File: src/drs_pkg.sv
package drs_pkg;

    typedef enum logic [2:0] {
        ALG_FIFO  = 3'd0,
        ALG_SSTF  = 3'd1,
        ALG_LOOK  = 3'd2,
        ALG_CLOOK = 3'd3,
        ALG_FLOOK = 3'd4
    } t_alg;

    typedef enum logic [1:0] {
        ST_INSERTED = 2'd0,
        ST_PICKED   = 2'd1,
        ST_EMPTY    = 2'd2,
        ST_FULL     = 2'd3
    } t_status;

    localparam logic OP_INSERT = 1'b0;
    localparam logic OP_PICK   = 1'b1;

    localparam int FIELD_BITS = 16;

    // Scan mode for one pass over the cell chain.
    typedef enum logic [1:0] {
        SCAN_DIR  = 2'd0,
        SCAN_DIST = 2'd1,
        SCAN_LOW  = 2'd2
    } t_scan;

    // Control sent from the sequencer to every cell.
    typedef struct packed {
        logic  shift;
        logic  load;
        logic  mark_all;
    } t_cell_ctrl;

endpackage

File: src/drs_cell.sv
module drs_cell #(
    parameter int TRACK_BITS = 16
) (
    input  logic                        i_clk,
    input  logic                        i_rst_n,
    input  drs_pkg::t_cell_ctrl         i_ctrl,
    input  logic                        i_load_here,
    input  logic                        i_keep,
    input  logic                        i_occupied,
    input  logic [TRACK_BITS-1:0]       i_load_track,
    input  logic [drs_pkg::FIELD_BITS-1:0] i_load_id,
    input  logic [TRACK_BITS-1:0]       i_next_track,
    input  logic [drs_pkg::FIELD_BITS-1:0] i_next_id,
    input  logic                        i_next_mark,
    output logic [TRACK_BITS-1:0]       o_track,
    output logic [drs_pkg::FIELD_BITS-1:0] o_id,
    output logic                        o_mark
);
    import drs_pkg::*;

    logic [TRACK_BITS-1:0] r_track;
    logic [FIELD_BITS-1:0] r_id;
    logic                  r_mark;

    always_ff @(posedge i_clk) begin
        if (!i_rst_n) begin
            r_mark <= 1'b0;
        end else if (i_ctrl.load && i_load_here) begin
            r_mark <= 1'b0;
        end else if (i_ctrl.shift && !i_keep) begin
            r_mark <= i_next_mark;
        end else if (i_ctrl.mark_all && i_occupied) begin
            r_mark <= 1'b1;
        end
    end

    always_ff @(posedge i_clk) begin
        if (i_ctrl.load && i_load_here) begin
            r_track <= i_load_track;
            r_id    <= i_load_id;
        end else if (i_ctrl.shift && !i_keep) begin
            r_track <= i_next_track;
            r_id    <= i_next_id;
        end
    end

    assign o_track = r_track;
    assign o_id    = r_id;
    assign o_mark  = r_mark;
endmodule

File: src/disk_request_scheduler.sv
// Disk request scheduler over a chain of DEPTH storage cells, one item in flight.
// An insert or an empty pick goes straight to presenting its status; a fifo pick
// takes the head cell, compacts the chain and presents the result; a scanning pick
// walks the occupied cells one per cycle in at most two passes, then compacts and
// presents the pick, or presents empty if no cell qualifies. The next item is
// accepted in the cycle after the result transaction. Synchronous active-low reset
// empties the store, clears batch marks, selects fifo and sets the sweep up.
module disk_request_scheduler #(
    parameter int DEPTH      = 16,
    parameter int TRACK_BITS = 16
) (
    input  logic        i_clk,
    input  logic        i_rst_n,
    input  logic        i_valid,
    output logic        o_ready,
    input  logic        i_opcode,
    input  logic [15:0] i_track,
    input  logic [15:0] i_request_id,
    input  logic [15:0] i_head_track,
    input  logic        i_cfg_valid,
    output logic        o_cfg_ready,
    input  logic [2:0]  i_cfg_algorithm,
    output logic        o_valid,
    input  logic        i_ready,
    output logic [1:0]  o_status,
    output logic [15:0] o_picked_id,
    output logic [15:0] o_picked_track,
    output logic        o_moving_up
);
    import drs_pkg::*;

    localparam int IW = (DEPTH > 1) ? $clog2(DEPTH) : 1;
    localparam int CW = $clog2(DEPTH + 1);
    localparam int DW = TRACK_BITS + 1;

    typedef enum logic [2:0] {
        S_IDLE, S_SCAN, S_SECOND, S_TAKE, S_OUT
    } t_state;

    t_state                r_state;
    logic [2:0]            r_alg;
    logic [CW-1:0]         r_count;
    logic                  r_up;
    logic [TRACK_BITS-1:0] r_head;
    logic [IW-1:0]         r_idx;
    logic                  r_found;
    logic [IW-1:0]         r_best;
    logic [DW-1:0]         r_best_d;
    logic                  r_valid;
    logic [1:0]            r_status;
    logic [15:0]           r_pid;
    logic [15:0]           r_ptrk;
    t_scan                 r_mode;
    logic                  r_marked;
    logic                  r_dir;

    logic [TRACK_BITS-1:0] w_track [DEPTH];
    logic [15:0]           w_id    [DEPTH];
    logic                  w_mark  [DEPTH];
    t_cell_ctrl            w_ctrl;

    assign o_cfg_ready = (r_state == S_IDLE) && !r_valid;
    assign o_ready     = (r_state == S_IDLE) && !r_valid;

    always_ff @(posedge i_clk) begin
        if (!i_rst_n) begin
            r_alg <= ALG_FIFO;
        end else if (i_cfg_valid && o_cfg_ready) begin
            r_alg <= i_cfg_algorithm;
        end
    end

    logic any_mark;
    always_comb begin
        any_mark = 1'b0;
        for (int i = 0; i < DEPTH; i++) begin
            if (w_mark[i]) any_mark = 1'b1;
        end
    end

    // Current cell in the scan.
    logic [TRACK_BITS-1:0] cur_t;
    logic [DW-1:0]         cur_d;
    logic                  cur_ok;
    logic                  last;
    assign cur_t = w_track[r_idx];
    assign cur_d = (cur_t >= r_head) ? DW'(cur_t - r_head) : DW'(r_head - cur_t);
    assign last  = (CW'(r_idx) + 1'b1) >= r_count;

    always_comb begin
        unique case (r_mode)
            SCAN_DIR:  cur_ok = (r_dir ? (cur_t >= r_head) : (cur_t <= r_head))
                                && (!r_marked || w_mark[r_idx])
                                && (!r_found || cur_d < r_best_d);
            SCAN_DIST: cur_ok = !r_found || cur_d < r_best_d;
            SCAN_LOW:  cur_ok = !r_found || cur_t < w_track[r_best];
            default:   cur_ok = 1'b0;
        endcase
    end

    logic                  take_ok;
    logic [IW-1:0]         take_idx;
    assign take_ok  = r_found || cur_ok;
    assign take_idx = cur_ok ? r_idx : r_best;

    logic [IW-1:0] r_take;
    logic          fifo_like;
    assign fifo_like = !(r_alg == ALG_SSTF || r_alg == ALG_LOOK ||
                         r_alg == ALG_CLOOK || r_alg == ALG_FLOOK);

    always_comb begin
        w_ctrl.shift    = (r_state == S_TAKE);
        w_ctrl.load     = (r_state == S_IDLE) && i_valid && o_ready &&
                          (i_opcode == OP_INSERT) && (r_count < CW'(DEPTH));
        w_ctrl.mark_all = (r_state == S_IDLE) && i_valid && o_ready &&
                          (i_opcode == OP_PICK) && (r_alg == ALG_FLOOK) && !any_mark;
    end

    always_ff @(posedge i_clk) begin
        if (!i_rst_n) begin
            r_state <= S_IDLE;
            r_count <= '0;
            r_up    <= 1'b1;
            r_valid <= 1'b0;
            r_found <= 1'b0;
        end else begin
            if (r_valid && i_ready) r_valid <= 1'b0;
            unique case (r_state)
                S_IDLE: begin
                    if (i_valid && o_ready) begin
                        r_head     <= TRACK_BITS'(i_head_track);
                        r_idx      <= '0;
                        r_found    <= 1'b0;
                        r_marked   <= (r_alg == ALG_FLOOK);
                        if (i_opcode == OP_INSERT) begin
                            r_status <= (r_count < CW'(DEPTH)) ? ST_INSERTED : ST_FULL;
                            if (r_count < CW'(DEPTH)) r_count <= r_count + 1'b1;
                            r_pid   <= '0;
                            r_ptrk  <= '0;
                            r_state <= S_OUT;
                        end else if (r_count == '0) begin
                            r_status <= ST_EMPTY;
                            r_pid    <= '0;
                            r_ptrk   <= '0;
                            r_state  <= S_OUT;
                        end else if (fifo_like) begin
                            r_take <= '0;
                            r_up   <= w_track[0] > TRACK_BITS'(i_head_track);
                            r_state <= S_TAKE;
                        end else begin
                            r_mode  <= (r_alg == ALG_SSTF) ? SCAN_DIST : SCAN_DIR;
                            r_dir   <= (r_alg == ALG_CLOOK) ? 1'b1 : r_up;
                            if (r_alg == ALG_CLOOK) r_up <= 1'b1;
                            r_state <= S_SCAN;
                        end
                    end
                end
                S_SCAN, S_SECOND: begin
                    if (last) begin
                        r_idx   <= '0;
                        r_found <= 1'b0;
                        if (take_ok) begin
                            r_take  <= take_idx;
                            r_state <= S_TAKE;
                            if (r_mode == SCAN_DIST)
                                r_up <= w_track[take_idx] >= r_head;
                        end else if (r_state == S_SECOND) begin
                            r_status <= ST_EMPTY;
                            r_pid    <= '0;
                            r_ptrk   <= '0;
                            r_state  <= S_OUT;
                        end else if (r_alg == ALG_CLOOK) begin
                            r_mode  <= SCAN_LOW;
                            r_up    <= 1'b0;
                            r_state <= S_SECOND;
                        end else begin
                            r_dir   <= !r_dir;
                            r_up    <= !r_dir;
                            r_state <= S_SECOND;
                        end
                    end else begin
                        r_idx <= r_idx + 1'b1;
                        if (cur_ok) begin
                            r_found  <= 1'b1;
                            r_best   <= r_idx;
                            r_best_d <= cur_d;
                        end
                    end
                end
                S_TAKE: begin
                    r_status <= ST_PICKED;
                    r_pid    <= w_id[r_take];
                    r_ptrk   <= 16'(w_track[r_take]);
                    r_count  <= r_count - 1'b1;
                    r_state  <= S_OUT;
                end
                S_OUT: begin
                    r_valid <= 1'b1;
                    r_state <= S_IDLE;
                end
                default: r_state <= S_IDLE;
            endcase
        end
    end

    for (genvar g = 0; g < DEPTH; g++) begin : g_cell
        logic                  nm;
        logic [TRACK_BITS-1:0] nt;
        logic [15:0]           ni;
        if (g + 1 < DEPTH) begin : g_mid
            assign nt = w_track[g+1];
            assign ni = w_id[g+1];
            assign nm = (CW'(g + 1) < r_count) ? w_mark[g+1] : 1'b0;
        end else begin : g_end
            assign nt = w_track[g];
            assign ni = w_id[g];
            assign nm = 1'b0;
        end
        drs_cell #(.TRACK_BITS(TRACK_BITS)) u_cell (
            .i_clk       (i_clk),
            .i_rst_n     (i_rst_n),
            .i_ctrl      (w_ctrl),
            .i_load_here (r_count == CW'(g)),
            .i_keep      (IW'(g) < r_take),
            .i_occupied  (CW'(g) < r_count),
            .i_load_track(TRACK_BITS'(i_track)),
            .i_load_id   (i_request_id),
            .i_next_track(nt),
            .i_next_id   (ni),
            .i_next_mark (nm),
            .o_track     (w_track[g]),
            .o_id        (w_id[g]),
            .o_mark      (w_mark[g])
        );
    end

    assign o_valid        = r_valid;
    assign o_status       = r_status;
    assign o_picked_id    = r_pid;
    assign o_picked_track = r_ptrk;
    assign o_moving_up    = r_up;

`ifndef SYNTH
    a_count_range: assert property (@(posedge i_clk) disable iff (!i_rst_n)
        r_count <= CW'(DEPTH)) else $error("entry count overflow");
    a_no_accept_busy: assert property (@(posedge i_clk) disable iff (!i_rst_n)
        (r_state != S_IDLE) |-> !o_ready) else $error("accept while busy");
    a_take_dec: assert property (@(posedge i_clk) disable iff (!i_rst_n)
        (r_state == S_TAKE) |=> (r_count == $past(r_count) - 1'b1))
        else $error("pick did not remove an entry");
`endif
endmodule
File: config.mk
export PLATFORM = sky130hd
export DESIGN_NAME = disk_request_scheduler
export DESIGN_NICKNAME = d
export VERILOG_FILES = /design/src/drs_pkg.sv /design/src/drs_cell.sv /design/src/disk_request_scheduler.sv
export SDC_FILE = /design/constraint.sdc
export NUM_CORES = 1
export LEC_CHECK = 0
export BUFFER_PORTS_ARGS = -buffer_cell sky130_fd_sc_hd__buf_2
export CORE_MARGIN = 5
export CORE_UTILIZATION = 38
export CTS_CLUSTER_DIAMETER = 30
export DETAILED_ROUTE_END_ITERATION = 8
export PLACE_DENSITY = 0.59
export SYNTH_ARGS = -nofsm -noshare
export SYNTH_HDL_FRONTEND = slang
export SYNTH_HIERARCHICAL = 1
export SYNTH_SLANG_ARGS = --single-unit
File: constraint.sdc
create_clock -name i_clk -period 9.4 [get_ports i_clk]
set_clock_uncertainty 0.15 [all_clocks]
set_input_delay 0.94 -clock i_clk [delete_from_list [all_inputs] [get_ports i_clk]]
set_output_delay 0.94 -clock i_clk [all_outputs]
set_load 0.01 [all_outputs]
==> metrics.md, run 1 <==
| Metric | Value |
|---|---|
| Vias/cell | `~6` |
| Core Area | `between 0.1 and 0.15 sq mm` |
| Worst Hold Class | `input port to register` |
| Total congestion overflow | `0` |
| H-tree Lvls | `4` |
| Critical Path RT | `roughly 9800 ps` |
| Post-route ant nets | `0` |
| WHS Endpoint | `r_head[5]$_DFFE_PP_` |
| Mapped Area | `0.0424 sq mm` |
| Worst EP arrival | `9510 ps` |
| # nets final | `around 3300` |
| Ratio of cells with drive above 1 in the final layout | `0.428` |
| Worst stage delay on the critical path | `approximately 440 ps` |
| Vias in the first global route | `28843` |
| Post-Syn Area per Cell | `14.7 sq um` |
| Die Span X | `344 um` |
| Worst Setup End Kind | `register` |
| Synth area leaders | `edfxtp_1, mux2_4, mux4_2, mux2i_1, ha_1` |
| Cell depth of the worst setup path | `between 40 and 50` |
| First-pass GRT wire length | `206 mm` |
| Net Sw Power | `4.53 mW` |
| Area grow syn2layout | `19.8%` |
| Chip Height | `344 um` |
| Hold depth | `1` |
| Clock Tree Buf Depth | `3` |
| Cell Area, Placed | `roughly 0.045 sq mm` |
| Worst slew margin | `0.256` |
| DIE AREA | `roughly 0.12 sq mm` |
| RePlAce Congestion | `0.919` |
| Synth Flop Type | `edfxtp_1` |
| Peak supply drop | `186 uV` |
| RR Startpoint | `r_idx[0]$_SDFFCE_PP0P_` |
| LEAKAGE | `between 20 and 25 nW` |
| Number of synthesized flops with an enable pin | `595` |
| Final setup violation count | `0` |
| Synth cell types | `79` |
| Sw frac | `0.335` |
| Synth Instances | `about 2900` |
| Synth top cells by count | `edfxtp_1, mux2_4, mux4_2` |
| WL/cell | `around 30 um` |
| Vias | `28772` |
| Critical setup path kind | `register to register` |
| Reg2reg path depth | `44` |
| CP top delay family | `compound AO/OA/AOI/OAI gates` |
| Largest net degree at the start of global routing | `between 50 and 60` |
| Yosys reg bits | `~630` |
| IO Pins | `95` |
| Post-synthesis sequential area ratio | `0.435` |
| Root Driver | `clkbuf_16` |
| Cell repeated most along the worst path | `a21o_1` |
| Max frequency | `110 MHz` |
| Clk Latency, worst-skew pair | `between 700 and 800 ps` |
| Largest area contributor in the netlist | `edfxtp_1` |
| Flop pwr share | `0.252` |
| CTS clk-pin slew, worst paths | `around 40 ps` |
| Drt first pass iters | `6` |
| Post-Route WL | `between 100 and 150 mm` |
| Run status | `completed` |
| Clk sinks | `roughly 630` |
| Min cycle time layout | `around 9100 ps` |
| CTS tree | `built` |
| Detailed Place HPWL | `between 80 and 90 mm` |
| YS warnings | `6` |
| Max Cap Viol | `0` |
| Post-synth top area share | `0.421` |
| Worst-margin pin slew | `1120 ps` |
| Slowest cell on crit path | `edfxtp_1` |
| Antenna violations before repair | `5` |
| Worst reg2reg endpoint | `o_moving_up$_SDFFE_PN1P_` |
| Async set or reset register ratio after synthesis | `0` |
| Drc violations | `0` |
| Comb pwr share | `0.328` |
| GRT Total Usage | `0.239` |
| Internal | `approximately 9.0 mW` |
| Buffers on Ports | `94` |
| Crit-path max FO | `7` |
| Most common cell in the netlist | `edfxtp_1` |
| Fin. Hold Viols | `0` |
| FP Rows | `approximately 120` |
| Hold-fix buffers, CTS | `0` |
| Cts bufs inserted | `168` |
| Clock power share | `0.419` |
| Max-slew violations | `0` |
| CP Launch Type | `register` |
| Worst min-delay path startpoint | `i_head_track[5]` |
| WHS | `about 250 ps` |
| Non-Filler Instances | `4742` |
| Crit share post-route | `0.966` |
| First DRT Iteration DRCs | `roughly 3300` |
| Crit path buffers/inverters | `6` |
| Placed cell count | `4413` |
| Initial Util | `0.383` |
| Finished Cell Area | `roughly 0.051 sq mm` |
| PD cells | `roughly 270 mW/mm^2` |
| Register-to-register setup slack | `320 ps` |
[routing by layer]
layer | vias to the layer above | global-route usage | routed length, um
met4 | 0 | 0.0853 | 5280
met2 | 1584 | 0.381 | 66800
met1 | 14848 | 0.319 | 58400
li1 | 12034 | - | -
met3 | 306 | 0.0571 | 13600
met5 | - | 0 | 0
[worst max path at each step]
stage | start | endpoint
after floorplan | r_idx[0]$_SDFFCE_PP0P_ | o_moving_up$_SDFFE_PN1P_
after global placement | r_idx[0]$_SDFFCE_PP0P_ | o_moving_up$_SDFFE_PN1P_
after detailed placement | r_idx[0]$_SDFFCE_PP0P_ | o_moving_up$_SDFFE_PN1P_
after CTS | r_idx[0]$_SDFFCE_PP0P_ | o_moving_up$_SDFFE_PN1P_
after global routing | r_idx[0]$_SDFFCE_PP0P_ | o_moving_up$_SDFFE_PN1P_
final | r_idx[0]$_SDFFCE_PP0P_ | o_moving_up$_SDFFE_PN1P_
[state kept, by name, summed over array words and instances (netlist names), 3 cells and up]
signal,cells
g_cell.u_cell/o_id,256
g_cell.u_cell/o_track,256
r_best_d,17
g_cell.u_cell/o_mark,16
o_picked_id,16
o_picked_track,16
r_head,16
r_count,5
r_best,4
r_idx,4
r_take,4
r_alg,3
r_state,3
[through the flow]
step	util	setup TNS (ps)	setup WS (ps)	total power [mW]
6_report	0.459	0	319	13.5
5_1_grt	0.458	-87.6	-87.6	14.1
4_1_cts	0.456	0	8.46	13.4
3_5_place_dp	0.404	0	69.9	7.68
3_3_place_gp	0.404	0	211	7.66
2_1_floorplan	-	0	36.1	6.25
[layout make-up]
type                            count  area, sq um
Antenna cell                        4         10.0
Clock buffer                      196         4330
Clock inverter                    116         1380
Fill cell                        9775        60000
Inverter                          109          409
Multi-Input combinational cell   1965        22600
Sequential cell                   625        18500
Tap cell                         1488         1860
Timing Repair Buffer              239         1780
[worst reg2reg max path, delay by kind of cell, from the launching register on]
family,cells,cell delay (ps)
xor gates and xnor gates,1,240
muxes,3,610
AOI/OAI and AO/OA,20,4130
and+or+nand+nor,11,1630
DFF,1,440
buffers and inverters,6,940
adders and majority gates,3,760
[cells in the final DEF, fill, tap and decap left out, types with 58 or more instances in the layout]
master,netlist,layout
mux2i_1,144,144
a21oi_1,102,100
clkbuf_16,0,170
a211oi_1,59,58
buf_2,19,94
inv_1,107,106
mux4_2,278,278
buf_4,11,124
mux2_4,464,464
mux2_2,63,63
edfxtp_1,595,595
nand2_1,132,115
ha_1,107,105
and2_1,73,65
[power by group through the flow]
stage	Combinational, mW	Clock (mW)	Sequential, mW
after floorplan	2.83	0	3.42
after global placement	4.21	0	3.45
after detailed placement	4.22	0	3.45
after CTS	4.25	5.75	3.41
after global routing	4.74	5.93	3.43
final	4.44	5.67	3.41
[kinds of logic (layout without fill, tap and decap cells)]
family                   Yosys count  after routing  synth area share
AO/OA/AOI/OAI                    418            418            0.0685
XOR/XNOR                          20             20           0.00413
adder cells (fa/ha/maj)          109            109            0.0325
buffers and inverters            301            660            0.0379
flip-flops                       625            625             0.435
multiplexers                     951            951             0.363
other                              1              7         0.0000884
AND/OR/NAND/NOR                  464            464            0.0579
[timing repair]
item	CTS	global route
setup endpoints to repair	0	1
buffers inserted	0	11
resized for setup	0	51
Note: power is estimated with default switching activity, not from simulation.
==> run 2: changes to the inputs <==
--- a/config.mk
+++ b/config.mk
@@ -8,6 +8,7 @@
 export BUFFER_PORTS_ARGS = -buffer_cell sky130_fd_sc_hd__buf_2
 export CORE_MARGIN = 5
 export CORE_UTILIZATION = 38
+export CTS_BUF_LIST = sky130_fd_sc_hd__clkbuf_4
 export CTS_CLUSTER_DIAMETER = 30
 export DETAILED_ROUTE_END_ITERATION = 8
 export PLACE_DENSITY = 0.59
==> run 2 against run 1 <==
Combinational power is essentially flat; core utilization shrank 2.6 points; highest routed layer unchanged; worst hold slack lost 60 ps; setup slack gained 76 ps; critical endpoint unchanged; sequential power is essentially flat; largest cell class unchanged.
==> metrics.md, run 2 (same netlist as run 1, synthesis figures left out) <==
| Metric | Value |
|---|---|
| Largest net degree at the start of global routing | `57` |
| Max-slew violations | `0` |
| Finished Cell Area | `roughly 0.048 sq mm` |
| Vias/cell | `around 6.0` |
| Root Driver | `clkbuf_4` |
| First-pass GRT wire length | `between 200 and 250 mm` |
| Crit share post-route | `0.958` |
| IO Pins | `95` |
| Area grow syn2layout | `13.0%` |
| CP Launch Type | `register` |
| Peak supply drop | `roughly 120 uV` |
| WHS | `around 190 ps` |
| Total congestion overflow | `0` |
| Worst slew margin | `0.263` |
| RR Startpoint | `r_idx[0]$_SDFFCE_PP0P_` |
| Min cycle time layout | `roughly 9000 ps` |
| Most common cell after layout, fill and taps aside | `edfxtp_1` |
| LEAKAGE | `roughly 19 nW` |
| CTS tree | `built` |
| DIE AREA | `approximately 0.12 sq mm` |
| Critical Path RT | `slightly above 10000 ps` |
| Slowest cell on crit path | `edfxtp_1` |
| Max Cap Viol | `0` |
| Non-Filler Instances | `between 4000 and 5000` |
| Clk sinks | `around 630` |
| Placed cell count | `about 4400` |
| Fin. Hold Viols | `0` |
| GRT Total Usage | `0.237` |
| Cell repeated most along the worst path | `a21o_1` |
| Buffers on Ports | `94` |
| First DRT Iteration DRCs | `slightly below 3000` |
| Worst Setup End Kind | `register` |
| Total power | `about 11 mW` |
| Fill cells | `between 10000 and 15000` |
| Drc violations | `0` |
| Register-to-register setup slack | `~400 ps` |
| PD cells | `between 200 and 250 mW/mm^2` |
| Run status | `completed` |
| Initial Util | `0.383` |
| Setup crit end | `o_moving_up$_SDFFE_PN1P_` |
| H-tree Lvls | `4` |
| Antenna violations before repair | `8` |
| Hold depth | `2` |
| Commonest cells after routing, fill and taps aside | `edfxtp_1, mux2_4, mux4_2` |
| Die Span X | `between 300 and 400 um` |
| Crit. Startpoint | `r_idx[0]$_SDFFCE_PP0P_` |
| FP Rows | `roughly 120` |
| WL/cell | `~30 um` |
| Worst reg2reg endpoint | `o_moving_up$_SDFFE_PN1P_` |
| Cts bufs inserted | `197` |
| Reg2reg path depth | `44` |
| Drt first pass iters | `5` |
| Max frequency | `111 MHz` |
| RePlAce Congestion | `approximately 0.92` |
| Chip Height | `between 300 and 400 um` |
| Worst stage delay on the critical path | `440 ps` |
| Post-route ant nets | `0` |
| # nets final | `3330` |
| Worst EP arrival | `9800 ps` |
| Critical setup path kind | `register to register` |
| Vias in the first global route | `approximately 29000` |
| Post-Route WL | `143 mm` |
| Clk Latency, worst-skew pair | `roughly 1200 ps` |
| Clock Tree Buf Depth | `3` |
| Vias | `around 29000` |
| CTS clk-pin slew, worst paths | `~70 ps` |
| Cell Area, Placed | `0.0448 sq mm` |
| Setup WS pre-CTS | `approximately 70 ps` |
| Detailed Place HPWL | `~86 mm` |
| Worst-margin pin slew | `1110 ps` |
| Worst Hold Class | `input port to register` |
| Fin worst setup slack | `between 300 and 400 ps` |
| Crit-path max FO | `7` |
| Ratio of cells with drive above 1 in the final layout | `0.437` |
| Core Area | `about 0.11 sq mm` |
| Final setup violation count | `0` |
run 2: cell types whose count changed in the layout (fill, tap and decap cells not counted), sizes merged:
cell and change:
bufinv -18, clkbuf +81, clkinv -17, clkinvlp -11, diode +3, dlygate4sd3 +27, inv +9
run 2: power by group:
part           switching [mW]  internal (mW)
logic                    2.54           1.91
clock network            1.36           1.42
registers               0.131           3.27
total                    4.03           6.60
run 2: worst min-delay path by stage:
stage                                startpoint  slack, ps                                     end
after floorplan           r_alg[0]$_SDFFE_PN0P_        320                   r_alg[0]$_SDFFE_PN0P_
after global placement    r_alg[0]$_SDFFE_PN0P_        360                   r_alg[0]$_SDFFE_PN0P_
after detailed placement  r_alg[0]$_SDFFE_PN0P_        360                   r_alg[0]$_SDFFE_PN0P_
after CTS                           i_track[14]         80  g_cell[7].u_cell/o_track[14]$_DFFE_PP_
after global routing            i_request_id[6]        130     g_cell[15].u_cell/o_id[6]$_DFFE_PP_
final                          i_request_id[15]        190     g_cell[0].u_cell/o_id[15]$_DFFE_PP_
run 2: area by class of cell:
class,instances,area (sq um),share of cell area
Sequential cell,625,18500,0.385
Clock buffer,277,2080,0.0434
Timing Repair Buffer,266,2040,0.0426
Multi-Input combinational cell,1965,22600,0.471
Clock inverter,79,455,0.00951
Antenna cell,7,17.5,0.000366
Tap cell,1488,1860,0.0389
Inverter,109,409,0.00854
run 2: layer usage:
| metal | global-route usage | wire length (um) | up-vias | share of wire |
|---|---|---|---|---|
| met1 | 0.315 | 57600 | 14767 | 0.40 |
| met5 | 0 | 0 | - | 0 |
| met4 | 0.0853 | 5070 | 0 | 0.035 |
| met3 | 0.0588 | 14200 | 305 | 0.099 |
| li1 | - | - | 12228 | - |
| met2 | 0.377 | 66200 | 1650 | 0.46 |
run 2: repair_timing:
action                                  in CTS  in global routing
buffers inserted                             0                 11
pin swaps                                    1                 17
endpoints found under the hold margin       22                  0
hold buffers                                27                  0
endpoints found under the setup margin       1                  1
gates cloned                                 0                  2
resized for setup                            2                 47
run 2: worst max-delay path, delay by kind of cell, from the launching register on:
family                   cells  cell delay (ps)
AO/OA/AOI/OAI               20             4130
buffers and inverters        6              920
multiplexers                 3              600
AND/OR/NAND/NOR             11             1570
adder cells (fa/ha/maj)      3              760
flip-flops                   1              440
XOR/XNOR                     1              250
run 2: metrics by stage:
stage | TNS (ps) | util
after detailed placement | 0 | 0.404
after global placement | 0 | 0.404
after global routing | -18.1 | 0.432
after CTS | 0 | 0.429
final | 0 | 0.432
after floorplan | 0 | -
